[src/rtl/alle_pkg.sv]
package alle_pkg;

  // Fixed widths of the beat fields.
  localparam int unsigned NodeW       = 10;
  localparam int unsigned LinkOutW    = 11;
  localparam int unsigned MaxNodesDef = 1024;

  typedef enum logic [1:0] {
    REQ_INS_LEFT  = 2'd0,
    REQ_INS_RIGHT = 2'd1,
    REQ_REMOVE    = 2'd2
  } req_e;

  typedef enum logic [1:0] {
    ST_DONE        = 2'd0,
    ST_IGNORED     = 2'd1,
    ST_FULL        = 2'd2,
    ST_NOT_CREATED = 2'd3
  } status_e;

  typedef enum logic [1:0] {
    S_IDLE = 2'd0,
    S_EXEC = 2'd1,
    S_WR2  = 2'd2
  } state_e;

  typedef struct packed {
    logic [1:0]       req_type;
    logic [NodeW-1:0] node;
    logic             read_only;
  } in_beat_t;

  typedef struct packed {
    status_e             status;
    logic [NodeW-1:0]    new_node;
    logic [LinkOutW-1:0] left_link;
    logic [LinkOutW-1:0] right_link;
    logic [NodeW-1:0]    head_node;
    logic [NodeW-1:0]    tail_node;
  } out_beat_t;

  // Decisions of the execute step.
  typedef struct packed {
    logic upd;    // list changes, a second write cycle follows
    logic grow;   // a node id was handed out
    logic l_wr1;
    logic l_wr2;
    logic r_wr1;
    logic r_wr2;
  } exec_flags_t;

  // Sequencer strobes.
  typedef struct packed {
    logic accept;
    logic exec;
    logic wr2;
  } ctl_t;

endpackage

[src/rtl/alle_exec.sv]
module alle_exec import alle_pkg::*; #(
  parameter int unsigned MaxNodes = MaxNodesDef
) (
  input  in_beat_t                            req_i,
  input  logic [$clog2(MaxNodes+1)-1:0]       left_i,
  input  logic [$clog2(MaxNodes+1)-1:0]       right_i,
  input  logic [$clog2(MaxNodes)-1:0]         head_i,
  input  logic [$clog2(MaxNodes)-1:0]         tail_i,
  input  logic [$clog2(MaxNodes+1)-1:0]       cnt_i,
  output logic [$clog2(MaxNodes)-1:0]         head_o,
  output logic [$clog2(MaxNodes)-1:0]         tail_o,
  output exec_flags_t                         flags_o,
  output logic [$clog2(MaxNodes)-1:0]         l_wr1_addr_o,
  output logic [$clog2(MaxNodes+1)-1:0]       l_wr1_data_o,
  output logic [$clog2(MaxNodes)-1:0]         l_wr2_addr_o,
  output logic [$clog2(MaxNodes+1)-1:0]       l_wr2_data_o,
  output logic [$clog2(MaxNodes)-1:0]         r_wr1_addr_o,
  output logic [$clog2(MaxNodes+1)-1:0]       r_wr1_data_o,
  output logic [$clog2(MaxNodes)-1:0]         r_wr2_addr_o,
  output logic [$clog2(MaxNodes+1)-1:0]       r_wr2_data_o,
  output out_beat_t                           res_o
);

  localparam int unsigned IdW   = $clog2(MaxNodes);
  localparam int unsigned LinkW = $clog2(MaxNodes + 1);
  localparam int unsigned CmpW  = (LinkW > NodeW) ? LinkW : NodeW;
  localparam logic [LinkW-1:0] NoneId = LinkW'(MaxNodes);

  logic [IdW-1:0]   a;
  logic [IdW-1:0]   n;
  logic             not_created;
  logic             full;
  logic             p_none;
  logic             q_none;
  logic             isolated;
  status_e          status;
  logic [IdW-1:0]   new_id;
  logic [LinkW-1:0] ll;
  logic [LinkW-1:0] rl;

  always_comb begin
    a           = IdW'(req_i.node);
    n           = IdW'(cnt_i);
    not_created = CmpW'(req_i.node) >= CmpW'(cnt_i);
    full        = (cnt_i == NoneId);
    p_none      = (left_i == NoneId);
    q_none      = (right_i == NoneId);
    isolated    = p_none && q_none && (head_i != a);

    status       = ST_DONE;
    new_id       = '0;
    ll           = left_i;
    rl           = right_i;
    head_o       = head_i;
    tail_o       = tail_i;
    flags_o      = '0;
    l_wr1_addr_o = '0;
    l_wr1_data_o = '0;
    l_wr2_addr_o = '0;
    l_wr2_data_o = '0;
    r_wr1_addr_o = '0;
    r_wr1_data_o = '0;
    r_wr2_addr_o = '0;
    r_wr2_data_o = '0;

    if (not_created) begin
      status = ST_NOT_CREATED;
      ll     = NoneId;
      rl     = NoneId;
    end else if (!req_i.read_only) begin
      case (req_i.req_type)
        REQ_INS_LEFT, REQ_INS_RIGHT: begin
          if (full) begin
            status = ST_FULL;
          end else if (isolated) begin
            status = ST_IGNORED;
          end else begin
            flags_o.upd  = 1'b1;
            flags_o.grow = 1'b1;
            new_id       = n;
            if (req_i.req_type == REQ_INS_LEFT) begin
              // New node goes between the left neighbor and the named node.
              if (p_none) begin
                head_o = n;
              end
              flags_o.l_wr1 = 1'b1;
              l_wr1_addr_o  = a;
              l_wr1_data_o  = LinkW'(n);
              flags_o.l_wr2 = 1'b1;
              l_wr2_addr_o  = n;
              l_wr2_data_o  = left_i;
              flags_o.r_wr1 = 1'b1;
              r_wr1_addr_o  = n;
              r_wr1_data_o  = LinkW'(a);
              flags_o.r_wr2 = !p_none;
              r_wr2_addr_o  = IdW'(left_i);
              r_wr2_data_o  = LinkW'(n);
              ll            = LinkW'(n);
            end else begin
              if (q_none) begin
                tail_o = n;
              end
              flags_o.r_wr1 = 1'b1;
              r_wr1_addr_o  = a;
              r_wr1_data_o  = LinkW'(n);
              flags_o.r_wr2 = 1'b1;
              r_wr2_addr_o  = n;
              r_wr2_data_o  = right_i;
              flags_o.l_wr1 = 1'b1;
              l_wr1_addr_o  = n;
              l_wr1_data_o  = LinkW'(a);
              flags_o.l_wr2 = !q_none;
              l_wr2_addr_o  = IdW'(right_i);
              l_wr2_data_o  = LinkW'(n);
              rl            = LinkW'(n);
            end
          end
        end
        REQ_REMOVE: begin
          if (p_none && q_none) begin
            status = ST_IGNORED;
          end else begin
            flags_o.upd = 1'b1;
            if (p_none) begin
              head_o = IdW'(right_i);
            end
            if (q_none) begin
              tail_o = IdW'(left_i);
            end
            // The neighbors close the gap; the named node loses both links.
            flags_o.l_wr1 = 1'b1;
            l_wr1_addr_o  = a;
            l_wr1_data_o  = NoneId;
            flags_o.l_wr2 = !q_none;
            l_wr2_addr_o  = IdW'(right_i);
            l_wr2_data_o  = left_i;
            flags_o.r_wr1 = 1'b1;
            r_wr1_addr_o  = a;
            r_wr1_data_o  = NoneId;
            flags_o.r_wr2 = !p_none;
            r_wr2_addr_o  = IdW'(left_i);
            r_wr2_data_o  = right_i;
            ll            = NoneId;
            rl            = NoneId;
          end
        end
        default: begin
          status = ST_IGNORED;
        end
      endcase
    end

    res_o.status     = status;
    res_o.new_node   = NodeW'(new_id);
    res_o.left_link  = LinkOutW'(ll);
    res_o.right_link = LinkOutW'(rl);
    res_o.head_node  = NodeW'(head_o);
    res_o.tail_node  = NodeW'(tail_o);
  end

endmodule

[config.mk]
export PLATFORM = sky130hd
export DESIGN_NAME = alle_exec
export DESIGN_NICKNAME = d
export VERILOG_FILES = /design/src/rtl/alle_pkg.sv /design/src/rtl/alle_exec.sv
export SDC_FILE = /design/constraint.sdc
export NUM_CORES = 1
export LEC_CHECK = 0
export ABC_AREA = 1
export BUFFER_PORTS_ARGS = -buffer_cell sky130_fd_sc_hd__buf_4
export CORE_MARGIN = 4
export CORE_UTILIZATION = 43
export DETAILED_ROUTE_END_ITERATION = 8
export PLACE_DENSITY = 0.86
export SETUP_SLACK_MARGIN = 0.3
export SKIP_LAST_GASP = 1
export SYNTH_ARGS = -nofsm -noshare
export SYNTH_HDL_FRONTEND = slang
export SYNTH_SLANG_ARGS = --single-unit
[constraint.sdc]
create_clock -name vclk -period 2.6
set_input_delay 0.52 -clock vclk [all_inputs]
set_output_delay 0.52 -clock vclk [all_outputs]
set_load 0.05 [all_outputs]
==> results_dict.tcl, run 1 <==
set metrics [dict create \
    status "stopped before the end" \
    lastStage "5_1_grt" \
    tool.error "[ERROR GRT-0116] Global routing finished with congestion. Check the congestion regions in the DRC Viewer." \
    pin_count 230 \
    grt_max_degree 34 \
    dpl.hpwl_mm 18.3 \
    numPortBuffers 230 \
    dieHeight_um 106 \
    start_util 0.444 \
    place_area_um2 7340 \
    synth_area_um2 4130 \
    seq_area_frac_synth 0 \
    yosysUniqueCellTypes 35 \
    syn_inst 854 \
    rows 35 \
    grt_usage 0.702 \
    grt_overflow 25 \
    synth_area_per_cell_um2 4.83 \
    post-place-ws_ns -0.413 \
    grt_pass1_vias 10200 \
    grt_pass1_wl_mm 60.8 \
    yosys_warnings 0 \
    syn_nets 930 \
    place.gp.congestion 1.03 \
    die_x_um 106 \
]
-- metal layers --
metal,track usage,overflow
met5,0.0952,0
met4,0.701,11
met3,0.517,0
met2,0.907,14
met1,0.695,0
-- metrics by stage --
| stage | cells | TNS, ns |
|---|---|---|
| floorplan | 854 | -30.00 |
| global placement | 1260 | -50.46 |
| detailed placement | 1260 | -54.80 |
| CTS | 1279 | -38.69 |
-- Yosys cell counts, types with 2 or more instances --
library cell	instances	area, um^2
buf_1	6	22.5
nand4_1	16	100
nand2_1	273	1020
xnor2_1	7	61.3
nor2_2	13	81.3
o22ai_1	5	31.3
o211a_1	2	20.0
nor2_1	103	387
clkbuf_1	14	52.6
a21oi_2	2	17.5
nand3_1	68	340
buf_2	22	110
nand2_2	3	18.8
nor3_1	3	15.0
a21oi_1	66	330
buf_4	50	375
buf_6	3	33.8
a211oi_1	11	82.6
o211ai_1	19	143
o21ai_0	41	205
nor2_4	4	45.0
o21ai_1	15	75.1
inv_2	4	15.0
inv_1	82	308
or2_0	2	12.5
ha_1	10	125
nand3_2	2	20.0
-- cell families after synthesis --
kind of cell / count (synthesis) / synth area share
fa+ha+maj: 10 / 0.0303
simple gates: 491 / 0.505
compound gates: 163 / 0.224
xor+xnor: 8 / 0.0170
buf+inv: 182 / 0.223
-- repair_timing --
item,CTS
gates cloned,7
hold buffers,0
pin swaps,27
buffers inserted,12
setup endpoints to repair,164
endpoints found under the hold margin,0
gates resized for setup,335
==> run 2, diff against run 1 <==
--- a/config.mk
+++ b/config.mk
@@ -8,10 +8,9 @@
 export ABC_AREA = 1
 export BUFFER_PORTS_ARGS = -buffer_cell sky130_fd_sc_hd__buf_4
 export CORE_MARGIN = 4
-export CORE_UTILIZATION = 43
+export CORE_UTILIZATION = 30
 export DETAILED_ROUTE_END_ITERATION = 8
-export PLACE_DENSITY = 0.86
-export SETUP_SLACK_MARGIN = 0.3
+export PLACE_DENSITY_LB_ADDON = 0.15
 export SKIP_LAST_GASP = 1
 export SYNTH_ARGS = -nofsm -noshare
 export SYNTH_HDL_FRONTEND = slang
==> constraint.sdc (replaced) <==
create_clock -name vclk -period 3.38
set_input_delay 0.676 -clock vclk [all_inputs]
set_output_delay 0.676 -clock vclk [all_outputs]
set_load 0.05 [all_outputs]
==> results_dict.tcl, run 2 <==
set metrics [dict create \
    status "finished, final reports clean" \
    clockBufferCount 0 \
    die_x_um 125 \
    multi_input_area_um2 3690 \
    min_path_cells 4 \
    antenna_found_initial 0 \
    post-route-drc-count 0 \
    maxSlewViolCount 0 \
    grt_pass1_wl_mm 33.5 \
    critPathTopFamily "buffers and inverters" \
    drv_cap 0 \
    core_area_um2 13300 \
    yosysTopAreaCellShare 0.248 \
    criticalPathCategory "in2out" \
    path_common_cell "buf_4" \
    yosys-top-cells-area "nand2_1, nor2_1, buf_4" \
    required_ns 2.70 \
    setup_viol 0 \
    wire_per_inst_um 18.0 \
    gr-usage-met3 0.0286 \
    grt_usage 0.263 \
    worstHoldPathType "in2out" \
    dieHeight_um 125 \
    start_util 0.309 \
    max_freq_mhz 302 \
    final_cell_mix "buf_4, nand2_1, nor2_1" \
    final_nets 1161 \
    drtIter0Drc 495 \
    worst_slew_pin_slew_ns 0.481 \
    drive_above_1_share 0.404 \
    nFillCells 1458 \
    yosys_warnings 0 \
    cp.depth 11 \
    fin_util 0.526 \
    pin_count 230 \
    slew_headroom 0.678 \
    first_pass_iters 5 \
    final_common_cell "buf_4" \
    critPathLaunchType "input pin" \
    wirelength_mm 22.6 \
    max_stage_delay_ns 0.49 \
    grt_busiest_layer "met2" \
    synth_area_um2 4130 \
    synth_common_cells "nand2_1, nor2_1, inv_1" \
    areaGrowthSynthToFinish_pct 70.2 \
    rows 42 \
    hold_violations 0 \
    end_kind "output port" \
    seq_area_frac_synth 0 \
    met1_usage 0.375 \
    cts-hold-fix-buffers 0 \
    die_area_um2 15700 \
    numPortBuffers 230 \
    yosysUniqueCellTypes 35 \
    worst_path_max_delay_cell "or4_1" \
    crit_chain "buf_4 > inv_1 > ha_1 > nand3_1 > or4_1 > nand2_2 > buf_6 > clkinvlp_4 > buf_4 > o21ai_1 > buf_4" \
    yosysMostFrequentCell "nand2_1" \
    place.gp.congestion 0.940 \
    rsz0062_at_grt "true" \
    path_buf_inv 6 \
    grt_max_degree 47 \
    yosys.area.top_type "nand2_1" \
    power_leakage_nw 3.71 \
    grtUsageMet2 0.432 \
    power_density_nw_per_um2 243 \
    num_antenna_cells 0 \
    dpl.hpwl_mm 18.3 \
    grt_pass1_vias 5923 \
    vias 6437 \
    synth_area_per_cell_um2 4.83 \
    syn_inst 854 \
    crit_fanout 5 \
    holdWs_ns 1.72 \
    nFlopsAndLatches 0 \
    final-seq-area_um2 0 \
    fin_crit_sh 0.979 \
    grt_overflow 0 \
    peakVddDrop_mv 0.150 \
    drtAntennaViolNets 0 \
    min_period_ns 3.31 \
    viasPerCell 5.11 \
    worstPathArrival_ns 2.63 \
    syn_nets 930 \
]
==> run 2: logic make-up (layout without fill, tap and decap cells) <==
family,Yosys count,after routing,synth area share
AOI/OAI and AO/OA,163,163,0.224
adders and majority gates,10,10,0.0303
buffers and inverters,182,410,0.223
xor gates and xnor gates,8,8,0.0170
and+or+nand+nor,491,492,0.505
==> run 2: through the flow <==
step | worst slack (ns) | instance area, um^2 | cells | power, mW | setup TNS, ns
3_5_place_dp | -0.0706 | 6540 | 1253 | 1.60 | -2.53
3_3_place_gp | -0.0901 | 6540 | 1253 | 1.60 | -3.35
5_1_grt | -0.0217 | 7020 | 1259 | 1.79 | -0.0679
6_report | 0.0713 | 7020 | 1259 | 1.71 | 0
4_1_cts | -0.0352 | 6690 | 1253 | 1.65 | -0.260
2_1_floorplan | -0.166 | 4440 | 854 | 1.09 | -0.341
==> run 2: timing repair <==
item / CTS / global route
pin swaps: 2 / 4
gates cloned: 1 / 1
setup buffers: 0 / 5
setup endpoints to repair: 53 / 161
resized for setup: 36 / 75
==> run 2: area by class of cell <==
type               instances  area share
multi-input cells        673       0.525
repair buffers           323       0.395
inverters                 87      0.0492
well taps                176      0.0314
==> run 2: routing by layer <==
layer  vias to the layer above  wire (um)
li1                       3187          -
met1                      2867       9810
met2                       344      10400
met3                        39       1910
met4                         0        548
met5                         -          0
==> run 2: final timing paths <==
check                 start         to  slack (ns)
setup / recovery   cnt_i[7]  res_o[53]        0.07
hold / removal    tail_i[1]   res_o[1]        1.72
==> run 2: where the power goes <==
group	total, mW	switching (mW)	internal (mW)
clock network	0	0	0
logic	1.71	1.15	0.558
registers	0	0	0
Note: power is estimated with default switching activity, not from simulation.
==> run 3, diff against run 2 <==
--- a/config.mk
+++ b/config.mk
@@ -10,6 +10,7 @@
 export CORE_MARGIN = 4
 export CORE_UTILIZATION = 30
 export DETAILED_ROUTE_END_ITERATION = 8
+export MAX_ROUTING_LAYER = met4
 export PLACE_DENSITY_LB_ADDON = 0.15
 export SKIP_LAST_GASP = 1
 export SYNTH_ARGS = -nofsm -noshare
==> results_dict.tcl, run 3 (same netlist as run 2, synthesis figures left out) <==
set metrics [dict create \
    status "finished, final reports clean" \
    maxSlewViolCount 0 \
    num_antenna_cells 0 \
    place.gp.congestion 0.960 \
    final_cell_mix "buf_4, nand2_1, nor2_1" \
    hold_end "tail_o[4]" \
    vias 6470 \
    post-route-drc-count 0 \
    cts-hold-fix-buffers 0 \
    max_freq_mhz 299 \
    areaGrowthSynthToFinish_pct 70.6 \
    power_density_nw_per_um2 242 \
    end_kind "output port" \
    worstHoldPathType "in2out" \
    wire_per_inst_um 18.2 \
    fin_crit_sh 0.991 \
    pin_count 230 \
    power_leakage_nw 3.71 \
    hold_path_startpoint "tail_i[4]" \
    drv_cap 0 \
    core_area_um2 13300 \
    rows 42 \
    final_common_cell "buf_4" \
    fin_util 0.527 \
    setup_viol 0 \
    hold_violations 0 \
    numPortBuffers 230 \
    finalNonFillerCells 1257 \
    criticalPathCategory "in2out" \
    die_x_um 125 \
    dieHeight_um 125 \
    critPathLaunchType "input pin" \
    clockBufferCount 0 \
    start_util 0.309 \
    grt_pass1_vias 5921 \
    nFillCells 1462 \
    wirelength_mm 22.9 \
    drive_above_1_share 0.406 \
    nFlopsAndLatches 0 \
    min_path_cells 4 \
    final_nets 1159 \
    min_period_ns 3.35 \
    die_area_um2 15700 \
    final-seq-area_um2 0 \
    required_ns 2.70 \
    antenna_found_initial 0 \
    setup-tns-final_ns 0 \
    dpl.hpwl_mm 18.3 \
    viasPerCell 5.15 \
    grt_pass1_wl_mm 33.7 \
    place_area_um2 6530 \
    worst_slew_pin_slew_ns 0.510 \
    worstPathArrival_ns 2.67 \
    grt_overflow 0 \
    peakVddDrop_mv 0.132 \
    first_pass_iters 5 \
    slew_headroom 0.658 \
    post-route-cell-area_um2 7040 \
    drtAntennaViolNets 0 \
    holdWs_ns 1.72 \
    crit_fanout 6 \
    grt_usage 0.272 \
    drtIter0Drc 531 \
    rsz0062_at_grt "true" \
    grt_max_degree 47 \
    place_inst 1252 \
]
run 3: changes by cell type in the layout (fill, tap and decap cells not counted), sizes merged:
cell,change
clkinvlp,+1
clkbuf,+1
buf,-3
bufbuf,-1
run 3: cell type report:
type / instances / area [um^2] / share of cell area
multi-input cells: 673 / 3720 / 0.529
well taps: 176 / 220 / 0.0313
inverters: 87 / 338 / 0.0480
repair buffers: 320 / 2750 / 0.391
repair inverters: 1 / 7.51 / 0.00107
run 3: through the flow:
| stage | power, mW | setup WS [ns] |
|---|---|---|
| final | 1.71 | 0.0308 |
| after global routing | 1.79 | -0.0654 |
| after CTS | 1.64 | -0.0263 |
| after detailed placement | 1.60 | -0.111 |
| after global placement | 1.60 | -0.100 |
| after floorplan | 1.09 | -0.166 |
run 3: worst max-delay path by stage:
stage / from / to / cells after the start
after floorplan: req_i[11] / l_wr1_addr_o[6] / 7
after global placement: cnt_i[6] / res_o[10] / 14
after detailed placement: cnt_i[6] / head_o[7] / 14
after CTS: cnt_i[4] / r_wr2_addr_o[3] / 13
after global routing: req_i[8] / head_o[6] / 15
final: req_i[8] / res_o[24] / 13
run 3: report_power, final:
part | leakage, nW | switching (mW) | internal, mW | total (mW)
clock | 0 | 0 | 0 | 0
combinational | 3.71 | 1.15 | 0.552 | 1.71
sequential | 0 | 0 | 0 | 0
total | 3.71 | 1.15 | 0.552 | 1.71
run 3: routing by layer:
metal  routed length [um]  part of all wire  track usage  up-vias
met5                    0                 0            -        -
met4                  673             0.029       0.0542        0
met3                 1710             0.075       0.0260       49
met2                10300              0.45        0.427      329
met1                10200              0.45        0.382     2912
li1                     -                 -            -     3180
run 3: critical path, cell delays in order:
cell	delay, ns
buf_4	0.12
buf_4	0.16
xnor2_2	0.14
nand3_1	0.10
nor2_2	0.19
nand3_4	0.13
buf_4	0.18
nand2_1	0.08
nand3_2	0.11
inv_1	0.20
nand2_1	0.07
a21oi_1	0.25
buf_4	0.26
run 3: what timing repair did:
item | in CTS | in global routing
pin swaps | 2 | 8
gates cloned | 0 | 3
buffers inserted | 0 | 3
endpoints found under the setup margin | 85 | 160
resized for setup | 41 | 81
