===== src/rtl/alle_ram.sv =====
module alle_ram #(
  parameter int unsigned Width = 8,
  parameter int unsigned Depth = 16
) (
  input  logic                     clk_i,
  input  logic                     we_i,
  input  logic [$clog2(Depth)-1:0] waddr_i,
  input  logic [Width-1:0]         wdata_i,
  input  logic                     re_i,
  input  logic [$clog2(Depth)-1:0] raddr_i,
  output logic [Width-1:0]         rdata_o
);

  logic [Width-1:0] mem_q [Depth];
  logic [Width-1:0] rdata_q;

  always_ff @(posedge clk_i) begin
    if (we_i) begin
      mem_q[waddr_i] <= wdata_i;
    end
  end

  // A read at the address being written returns the old contents.
  always_ff @(posedge clk_i) begin
    if (re_i) begin
      rdata_q <= mem_q[raddr_i];
    end
  end

  assign rdata_o = rdata_q;

endmodule


===== config.mk =====
export PLATFORM = sky130hd
export DESIGN_NAME = alle_ram
export DESIGN_NICKNAME = d
export VERILOG_FILES = /design/src/rtl/alle_ram.sv
export SDC_FILE = /design/constraint.sdc
export NUM_CORES = 1
export LEC_CHECK = 0
export BUFFER_PORTS_ARGS = -buffer_cell sky130_fd_sc_hd__buf_2
export CAP_MARGIN = 5
export CORE_MARGIN = 2
export CORE_UTILIZATION = 58
export CTS_CLUSTER_SIZE = 10
export DETAILED_ROUTE_END_ITERATION = 8
export GPL_ROUTABILITY_DRIVEN = 0
export HOLD_SLACK_MARGIN = 0.06
export PLACE_DENSITY = 0.76
export SETUP_SLACK_MARGIN = 0.1
export SLEW_MARGIN = 20
export SYNTH_ARGS = -nofsm -noshare
export SYNTH_HDL_FRONTEND = slang
export SYNTH_SLANG_ARGS = --single-unit

===== constraint.sdc =====
create_clock -name clk_i -period 2.2 [get_ports clk_i]
set_input_delay 0.22 -clock clk_i [delete_from_list [all_inputs] [get_ports clk_i]]
set_output_delay 0.22 -clock clk_i [all_outputs]
set_load 0.03 [all_outputs]

After elaboration in Yosys (flattened, before gate mapping):

Memories as Yosys holds them, arrays and structs flattened. A register that Yosys moved wholly into a read port is not among the register bits.
Cells that the tools add are included.
Widths: inputs -> output; s select.

* muxes and demuxes: 2

Operator list (number)
* $mux 1: 2

* logic and storage cells: 3
* register bits after elaboration: 0
* bits of input ports: 19
* memories: 1
* output and inout bits: 8
* RAM bits: 128

Memory list
* mem_q: depth 16, bits a word 8, read ports 1, clocked after Yosys merged registers in 1, write ports 1, RTL line 14 `logic [Width-1:0] mem_q [Depth];`

Logic depth before layout (Yosys ltp):

Gate-level depths: netlist (run 1).

* depth in word-level cells: 2
* depth in mapped cells: 5
* mapped depth without buffers: 3

Worst setup path before layout (run 1):

Ideal clock, no wire load.

* path kind: input -> register
* start point: input waddr_i[2]
* end point: memory mem_q[0][0], enable pin
* path buffers: 0
* setup time: 0.383 ns
* data arrival time: 1.330 ns
* required time: 1.817 ns
* stages: 2
* setup slack: 0.487 ns
* cells stage by stage: or3b_2 nor3_1

RTL lines
* start: declaration: RTL line 7 `input logic [$clog2(Depth)-1:0] waddr_i,`
* end: declaration: RTL line 14

No word-level cell before the write port.

==> results.yml, run 1 <==
cells_and_area:
  fin_area_um2: 6173
  drive_gt1_share_pct: 31.65
  fin_nets: 303
  fillCellCount: 500
  area_delta_synth_final_pct: 18.09
  diodes: 0
critical_path:
  cp_slowest_cell: "mux4_1"
  worstPathArrival_ns: 1.86
  worst-path-buf-inv: 0
  crit_path_end_kind: "flip-flop"
  worstSetupStartpoint: "mem_q[2][3]"
  path_class: "flip-flop to flip-flop"
  worstSetupStartpointType: "flip-flop"
  path_delay_family: "multiplexers"
  max_stage_delay_ns: 0.58
  worstPathCellList: "mux4_1 -> a22oi_1 -> nand2_1"
  r2r-start: "mem_q[2][3]"
  worstPathRequired_ns: 2.45
  critPathMaxFanout: 1
hold_path:
  hp-class: "primary input to flip-flop"
  min_from: "wdata_i[7]"
power_and_ir_drop:
  irDropWorstVdd_mv: 0.8079
  cellLeakagePower_nw: 2.096
  power.total_mw: 6.020
  power.density_nw_per_um2: 975.1
yosys:
  yosys_warnings: 0
  yosys_register_bits: 136
  syn-cell-area_um2: 5228
  synth_area_leader_cell: "edfxtp_1"
  synth_area_leaders: "edfxtp_1 78%, mux4_2 7.8%, mux4_1 7.0%, a22oi_1 2.3%, nor2_1 0.93%"
  ys_seq_area_share_pct: 78.12
  synth_top_area_share_pct: 78.12
  synth_fp_nets: 248
  synth_cells: 229
  syn_area_per_cell_um2: 22.83
  synth_cell_types: 18
cts:
  cts-htree-levels: 4
  postCtsSetupRepairBufs: 0
  tritoncts: "yes"
  clkSinkCount: 136
  insertion_delay_ns: 0.51
  cts_buffers: 17
  path_clk_slew_ns: 0.06
  root_buffer: "clkbuf_8"
  clk_path_buf_depth: 2
  cts_resized: 0
timing:
  final.setup.tns_ns: 0
  rsz0062_at_grt: "no"
  final_hold_viol_count: 0
  fmax_mhz: 619.9
  fin_crit_ns: 1.613
  finClkSkew_ns: 0.005680
  timing.final.crit_share_pct: 73.33
  tightest_slew_ns: 0.6144
  maxSlewHeadroom_pct: 58.89
  slew_violations: 0
  setup_viol: 0
global_routing:
  grt_overflow: 0
  grt_pass1_vias: 2583
  grt_util_all_layers_pct: 24.13
  grt_antenna_before_repair: 0
  grt_max_degree: 33
  grt_pass1_wl_um: 16370
drt:
  firstDrtPassIters: 5
  wl_um: 10720
  drc: 0
  antenna_left: 0
  routed_via_density: 6.353
  vias: 2573
  wl_per_cell_um: 26.46
  drt-initial-drc-count: 254
run:
  drv_cap: 0
placed_design:
  dpl.hpwl_um: 5951
  placed_cell_area_um2: 5574
  io_buffers: 26
status:
  outcome: "complete, no violations"
floorplan:
  ios: 27
  die_w_um: 98.94
  dieArea_um2: 9788
  core_um2: 8721
  initial_utilization_pct: 59.94
  placementRows: 34
  die_h_um: 98.94
[through the flow]
step | instances | setup slack, ns | util, % | hold WS, ns
after floorplan | 229 | 0.4871 | - | 0.3189
after global placement | 372 | 0.3823 | 63.92 | 0.5882
after detailed placement | 372 | 0.3703 | 63.92 | 0.5931
after CTS | 404 | 0.5896 | 70.67 | 0.06519
after global routing | 405 | 0.5639 | 70.79 | 0.09090
final | 405 | 0.5868 | 70.79 | 0.09604
[cell usage after synthesis (all sizes together)]
master         count
nor3               4
mux4              32
and2               1
clkdlybuf4s25      3
nand2b             2
nand3              1
edfxtp           136
a22oi             16
or3b               1
and2b              1
nor2b              1
nand3b             2
nand2              9
buf                7
nor2              13
[power breakdown]
part           internal (mW)  switching [mW]
logic                  0.115           0.176
clock network           1.73            1.06
registers               2.92          0.0192
total                   4.77            1.25
[flip-flops by register name, indices dropped and copies added, names as in the netlist]
signal / flops
mem_q: 128
rdata_o: 8
[routing by layer]
layer | GRT usage [%] | part of all wire [%]
met2 | 36.54 | 50
met3 | 6.170 | 8.3
met5 | 0 | 0
met1 | 35.26 | 40
met4 | 7.903 | 2.2
[path summary, 6_finish.rpt]
check / end / slack (ns) / depth (start not counted)
setup / recovery: rdata_o[3] / 0.59 / 3
hold / removal: mem_q[14][7] / 0.1 / 1
setup reg to reg: rdata_o[3] / 0.59 / 3
hold reg to reg: rdata_o[2] / 0.75 / 3
[layout by cell type (no fill, tap or decap)]
master and count:
edfxtp_1 136, buf_2 26, mux4_2 18, buf_4 17
a22oi_1 16, clkbuf_16 16, mux4_1 14, nor2_1 13
nand2_1 9, clkinvlp_4 5, nor3_1 4, inv_6 4
bufinv_16 3, nand3b_1 2, nand2b_1 2, buf_12 2
nor2b_1 1, and2_1 1, and2b_1 1, nand3_1 1
or3b_2 1, clkbuf_8 1, clkinv_2 1, clkinv_1 1
clkbuf_1 1, dlygate4sd3_1 1
[logic make-up (layout without fill, tap and decap cells)]
| logic type | count (synthesis) | in the layout | share of synthesized area, % |
|---|---|---|---|
| compound gates | 16 | 16 | 2.298 |
| buf+inv | 10 | 78 | 1.651 |
| flops | 136 | 136 | 78.12 |
| mux | 32 | 32 | 14.79 |
| simple gates | 35 | 35 | 3.136 |
[layout make-up]
cell class                      instances  area, um^2  area share, %
Clock buffer                           18       417.9          6.769
Multi-Input combinational cell         83        1057          17.13
Clock inverter                         14       171.4          2.777
Sequential cell                       136        4084          66.15
Timing Repair Buffer                   46       307.8          4.986
Tap cell                              108       135.1          2.189
[worst register-to-register path: cells and delay by family, from the launching register on]
kind               cells  cell delay, ns
muxes                  1            0.58
DFF                    1            0.42
AOI/OAI and AO/OA      1            0.26
and+or+nand+nor        1            0.11
[timing repair]
item / CTS / global route
endpoints found under the setup margin: 0 / 0
endpoints found under the hold margin: 0 / 6
hold buffers: 0 / 1
Note: power is estimated with default switching activity, not from simulation.
==> run 2, diff against run 1 <==
--- a/config.mk
+++ b/config.mk
@@ -8,12 +8,12 @@
 export BUFFER_PORTS_ARGS = -buffer_cell sky130_fd_sc_hd__buf_2
 export CAP_MARGIN = 5
 export CORE_MARGIN = 2
-export CORE_UTILIZATION = 58
+export CORE_UTILIZATION = 54
 export CTS_CLUSTER_SIZE = 10
 export DETAILED_ROUTE_END_ITERATION = 8
 export GPL_ROUTABILITY_DRIVEN = 0
 export HOLD_SLACK_MARGIN = 0.06
-export PLACE_DENSITY = 0.76
+export PLACE_DENSITY = 0.74
 export SETUP_SLACK_MARGIN = 0.1
 export SLEW_MARGIN = 20
 export SYNTH_ARGS = -nofsm -noshare
==> constraint.sdc (replaced) <==
create_clock -name clk_i -period 1.38 [get_ports clk_i]
set_input_delay 0.138 -clock clk_i [delete_from_list [all_inputs] [get_ports clk_i]]
set_output_delay 0.138 -clock clk_i [all_outputs]
set_load 0.03 [all_outputs]
==> run 2 against run 1 <==
  * The run now ends with setup timing left
  * Power is 63% higher
  * Combinational power rose by 80%
  * Sequential power is 59% higher
  * Wire length fell by 11%
  * Largest power group unchanged
  * Clock skew rose by 0.0039 ns
  * Fmax rose by 14%
  * Largest cell class unchanged
  * First-iteration DRC count fell by 15%
  * Sequential share of layout area is 2.2 points lower
==> results.yml, run 2 (synthesis results as in run 1) <==
cells_and_area:
  fillCellCount: 575
  largest_reg_flops: 128
  fin_nets: 314
  layout_common_cells: "136 x edfxtp_1, 32 x mux4_2, 22 x buf_2, 18 x buf_4, 16 x clkbuf_16"
  final_core_util_pct: 68.42
  diodes: 0
  area_delta_synth_final_pct: 22.09
  regMostFlops: "mem_q"
  drive_gt1_share_pct: 39.61
  mostFrequentLayoutCell: "edfxtp_1"
  fin_area_um2: 6382
critical_path:
  max_stage_delay_ns: 0.50
  path_class: "flip-flop to flip-flop"
  worst-path-buf-inv: 0
  r2r-start: "mem_q[5][6]"
  reg2reg_slack_ns: -0.03
  worstSetupStartpointType: "flip-flop"
  critPathMaxFanout: 1
  worstPathArrival_ns: 1.67
  cp_slowest_cell: "mux4_2"
  r2r_end: "rdata_o[6]"
  crit_path_end_kind: "flip-flop"
  crit_cells: 3
  worstPathCellList: "mux4_2 -> a22oi_1 -> nand2_1"
  path_delay_family: "multiplexers"
  worst-r2r-cell-count: 3
  worstPathRequired_ns: 1.64
global_routing:
  grt_util_all_layers_pct: 20.81
  grt_max_degree: 24
  grt_pass1_wl_um: 14970
  grt_pass1_vias: 2608
  grt_overflow: 0
  grt_antenna_before_repair: 0
hold_path:
  hold_depth: 3
  hold-path-endpoint: "mem_q[0][3]"
  min_from: "waddr_i[0]"
  hp-class: "primary input to flip-flop"
drt:
  wl_per_cell_um: 21.79
  wl_um: 9523
  drt-initial-drc-count: 217
  antenna_left: 0
  drc: 0
  firstDrtPassIters: 4
  vias: 2487
  routed_via_density: 5.691
status:
  failed_checks: "setup timing"
  outcome: "finished with violations"
power_and_ir_drop:
  irDropWorstVdd_mv: 0.7431
  cellLeakagePower_nw: 2.126
  power.density_nw_per_um2: 1542
timing:
  finClkSkew_ns: 0.009560
  timing.final.crit_share_pct: 102.4
  whs_ns: 0.1856
  fin_crit_ns: 1.413
  fin_ws_ns: -0.03346
  final_hold_viol_count: 0
  fmax_mhz: 707.5
  rsz0062_at_grt: "yes"
  maxSlewHeadroom_pct: 38.91
  slew_violations: 0
  setup_viol: 2
  tightest_slew_ns: 0.9145
floorplan:
  dieArea_um2: 10480
  ios: 27
  die_h_um: 102.4
  placementRows: 35
  die_w_um: 102.4
  core_um2: 9328
  initial_utilization_pct: 56.04
placed_design:
  placed_cell_area_um2: 5614
  io_buffers: 26
  dpl.hpwl_um: 5802
cts:
  cts-htree-levels: 4
  insertion_delay_ns: 0.52
  root_buffer: "clkbuf_8"
  postCtsSetupRepairBufs: 0
  clkSinkCount: 136
  tritoncts: "yes"
  path_clk_slew_ns: 0.06
  cts_buffers: 17
  clk_path_buf_depth: 2
run:
  drv_cap: 0
[run 2: cell count changes in the layout (fill, tap and decap cells not counted), sizes merged]
cell         change
dlygate4sd3      +8
buf              +3
clkinvlp         -2
clkinv           +3
inv              -2
bufinv           +1
[run 2: per-stage QoR]
step                cells  setup slack (ns)  TNS (ns)  power [mW]
floorplan             229          -0.02415   -0.6390       5.056
global placement      396           -0.3246    -2.177       5.233
detailed placement    396           -0.2930    -2.236       5.243
CTS                   437          -0.02516   -0.1026       9.890
global route          437          -0.06482   -0.3998       10.12
finish                437          -0.03346  -0.04382       9.839
[run 2: final cells by class]
cell class / instances / area, um^2 / area share (%)
repair buffers: 57 / 460.4 / 7.214
clock inverters: 14 / 198.9 / 3.117
multi-input cells: 83 / 1060 / 16.60
clock buffers: 18 / 417.9 / 6.548
flip-flops and latches: 136 / 4084 / 63.99
well taps: 129 / 161.4 / 2.529
[run 2: how the worst max path moves through the flow]
stage | start | to | slack, ns
after CTS | mem_q[3][3] | rdata_o[3] | -0.03
after floorplan | waddr_i[2] | mem_q[3][0] | -0.02
after detailed placement | raddr_i[0] | rdata_o[3] | -0.29
after global placement | raddr_i[0] | rdata_o[3] | -0.32
after global routing | mem_q[3][3] | rdata_o[3] | -0.06
final | mem_q[5][6] | rdata_o[6] | -0.03
[run 2: worst min-delay path, cell delays in order]
cell and delay (ns):
buf_2 0.16, nor3_2 0.06, buf_4 0.17
[run 2: per-layer routing]
layer,share of wire [%],track usage (%),up-vias
met1,44,29.68,1270
met2,48,31.07,104
met5,0,0,-
met4,1.1,8.205,0
li1,-,-,1103
met3,6.6,5.882,10
[run 2: report_power, final]
group          switching [mW]  leakage (nW)  internal (mW)
Clock                    1.69         0.290           2.95
Sequential             0.0283          1.24           4.66
Combinational           0.288         0.601          0.235
[run 2: timing repair]
item                                   4_1_cts  5_1_grt
hold buffers                                 9        0
setup endpoints to repair                    9       12
gates resized for setup                      8       12
pin swaps                                    0        2
endpoints found under the hold margin      136        0
==> run 3, diff against run 2 <==
--- a/config.mk
+++ b/config.mk
@@ -5,15 +5,16 @@
 export SDC_FILE = /design/constraint.sdc
 export NUM_CORES = 1
 export LEC_CHECK = 0
+export ABC_AREA = 1
 export BUFFER_PORTS_ARGS = -buffer_cell sky130_fd_sc_hd__buf_2
 export CAP_MARGIN = 5
 export CORE_MARGIN = 2
-export CORE_UTILIZATION = 54
+export CORE_UTILIZATION = 55
 export CTS_CLUSTER_SIZE = 10
 export DETAILED_ROUTE_END_ITERATION = 8
 export GPL_ROUTABILITY_DRIVEN = 0
 export HOLD_SLACK_MARGIN = 0.06
-export PLACE_DENSITY = 0.74
+export PLACE_DENSITY = 0.75
 export SETUP_SLACK_MARGIN = 0.1
 export SLEW_MARGIN = 20
 export SYNTH_ARGS = -nofsm -noshare
==> run 3 against run 2 <==
  * The run now ends clean
  * Clock power fell by 2%
  * Core utilization fell by 1.5 points
  * Sequential power about the same
  * Non-clock buffer count up 2
  * Critical endpoint is now rdata_o[4]
  * Highest routed layer unchanged
==> results.yml, run 3 <==
status:
  outcome: "complete, no violations"
critical_path:
  r2r-start: "mem_q[7][3]"
  worstSetupStartpointType: "flip-flop"
  worstPathArrival_ns: 1.12
  path_class: "flip-flop to output pin"
  max_stage_delay_ns: 0.43
  r2r_end: "rdata_o[3]"
  critPathMaxFanout: 1
  cp_slowest_cell: "edfxtp_1"
  worst-path-buf-inv: 1
  crit_path_end_kind: "output pin"
  crit_cells: 1
  worstPathCellList: "buf_6"
  worstPathRequired_ns: 1.24
  reg2reg_slack_ns: 0.16
  path_delay_family: "flip-flops"
  worstSetupStartpoint: "rdata_o[4]"
  worst-r2r-cell-count: 6
  endpoint: "rdata_o[4]"
global_routing:
  grt_util_all_layers_pct: 25.09
  grt_overflow: 0
  grt_max_degree: 33
  grt_pass1_vias: 4059
  grt_antenna_before_repair: 0
  grt_pass1_wl_um: 20640
timing:
  fmax_mhz: 793.8
  rsz0062_at_grt: "yes"
  fin_crit_ns: 1.260
  slew_violations: 0
  final_hold_viol_count: 0
  whs_ns: 0.09384
  final.setup.tns_ns: 0
  finClkSkew_ns: 0.01146
  maxSlewHeadroom_pct: 59.81
  tightest_slew_ns: 0.6019
  timing.final.crit_share_pct: 91.28
  setup_viol: 0
cts:
  postCtsSetupRepairBufs: 0
  cts_buffers: 17
  clkSinkCount: 136
  root_buffer: "clkbuf_8"
  path_clk_slew_ns: 0.07
  insertion_delay_ns: 0.53
  tritoncts: "yes"
  clk_path_buf_depth: 2
  cts-htree-levels: 4
cells_and_area:
  diodes: 0
  regMostFlops: "mem_q"
  area_delta_synth_final_pct: 18.23
  fin_area_um2: 6913
  largest_reg_flops: 128
  layout_common_cells: "173 x nand2_1, 136 x edfxtp_1, 100 x inv_1, 97 x nand3_1, 24 x buf_2"
  mostFrequentLayoutCell: "nand2_1"
  final_core_util_pct: 66.96
  drive_gt1_share_pct: 13.11
  fin_nets: 624
drt:
  routed_via_density: 5.328
  drt-initial-drc-count: 350
  wl_um: 13150
  vias: 4017
  firstDrtPassIters: 5
  wl_per_cell_um: 17.44
  antenna_left: 0
  drc: 0
floorplan:
  ios: 27
  placementRows: 37
  die_w_um: 107.1
  die_h_um: 107.1
  initial_utilization_pct: 56.64
  dieArea_um2: 11470
  core_um2: 10320
yosys:
  syn-cell-area_um2: 5847
  syn_area_per_cell_um2: 10.61
  synth_cells: 551
  synth_most_common_cell: "nand2_1"
  synth_top_area_share_pct: 69.85
  synth_fp_nets: 570
  ys.flop_type: "edfxtp_1"
  synth_cell_types: 11
  synth_area_leader_cell: "edfxtp_1"
  yosys_warnings: 0
  ys_top_cells_by_count: "173 x nand2_1, 136 x edfxtp_1, 100 x inv_1"
  synth_edf_count: 136
  ys_seq_area_share_pct: 69.85
  synth-async-reset-ratio_pct: 0
  synth_area_leaders: "edfxtp_1 70%, nand2_1 11%, nand3_1 8.3%, inv_1 6.4%, buf_6 1.2%"
  yosys_register_bits: 136
hold_path:
  hold_depth: 1
  hp-class: "primary input to flip-flop"
placed_design:
  placed_cell_area_um2: 6211
  io_buffers: 26
  dpl.hpwl_um: 7925
run:
  drv_cap: 0
power_and_ir_drop:
  p_seq_share_pct: 47.4
  power.density_nw_per_um2: 1428
  pwr-share-comb_pct: 6.5
  irDropWorstVdd_mv: 0.9957
  cellLeakagePower_nw: 2.996
  cellInternalPower_mw: 7.764
  switching_share_pct: 21.34
  p_sw_mw: 2.106
  share_clk_of_total_power_pct: 46.1
[run 3: cell count changes in the layout (fill, tap and decap cells not counted), sizes merged, moves of 4 or more]
cell | previous run | this run
nor3 | 4 | 0
nand3 | 1 | 97
nor2 | 13 | 17
inv | 2 | 102
mux4 | 32 | 0
a22oi | 16 | 0
nand2 | 9 | 173
[run 3: per-stage QoR]
step                      total power [mW]  std cells  setup slack [ns]
final                                9.871        754            0.1203
after global routing                 10.17        754           0.09169
after CTS                            9.901        754           0.09882
after detailed placement             5.374        713          -0.02105
after global placement               5.352        713           0.02724
after floorplan                      5.128        551            0.2912
[run 3: metal layers]
metal | track usage, % | vias up | part of all wire, %
met4 | 14.01 | 0 | 4.0
li1 | - | 1887 | -
met5 | 0 | - | 0
met3 | 5.897 | 42 | 8.5
met1 | 31.30 | 1883 | 39
met2 | 40.42 | 205 | 49
[run 3: area by class of cell]
| class | instances | area, um^2 |
|---|---|---|
| timing repair buffer | 59 | 462.9 |
| clock inverter | 14 | 181.4 |
| multi-input combinational | 289 | 1214 |
| clock buffer | 18 | 417.9 |
| fill | 744 | 3411 |
| inverter | 102 | 382.9 |
| tap | 136 | 170.2 |
| sequential | 136 | 4084 |
[run 3: cells by family after synthesis]
group         after synthesis  synth area share (%)
buf+inv                   126                 9.394
simple gates              289                 20.76
flops                     136                 69.85
[run 3: power groups by stage]
stage | combinational (mW) | sequential, mW | clock [mW]
3_5_place_dp | 0.608 | 4.77 | 0
2_1_floorplan | 0.326 | 4.80 | 0
5_1_grt | 0.704 | 4.69 | 4.78
3_3_place_gp | 0.590 | 4.76 | 0
6_report | 0.643 | 4.68 | 4.55
4_1_cts | 0.639 | 4.68 | 4.58
[run 3: repair_timing]
| action | in CTS | in global routing |
|---|---|---|
| hold buffers | 9 | 0 |
| hold endpoints to repair | 97 | 0 |
| gates resized for setup | 3 | 1 |
| setup endpoints to repair | 2 | 2 |
[run 3: worst min path at each step]
stage,startpoint,endpoint,slack (ns)
6_report,wdata_i[3],mem_q[12][3],0.09
5_1_grt,wdata_i[3],mem_q[13][3],0.08
4_1_cts,wdata_i[3],mem_q[13][3],0.07
3_5_place_dp,re_i,rdata_o[7],0.51
3_3_place_gp,re_i,rdata_o[7],0.51
2_1_floorplan,wdata_i[0],mem_q[0][0],0.24
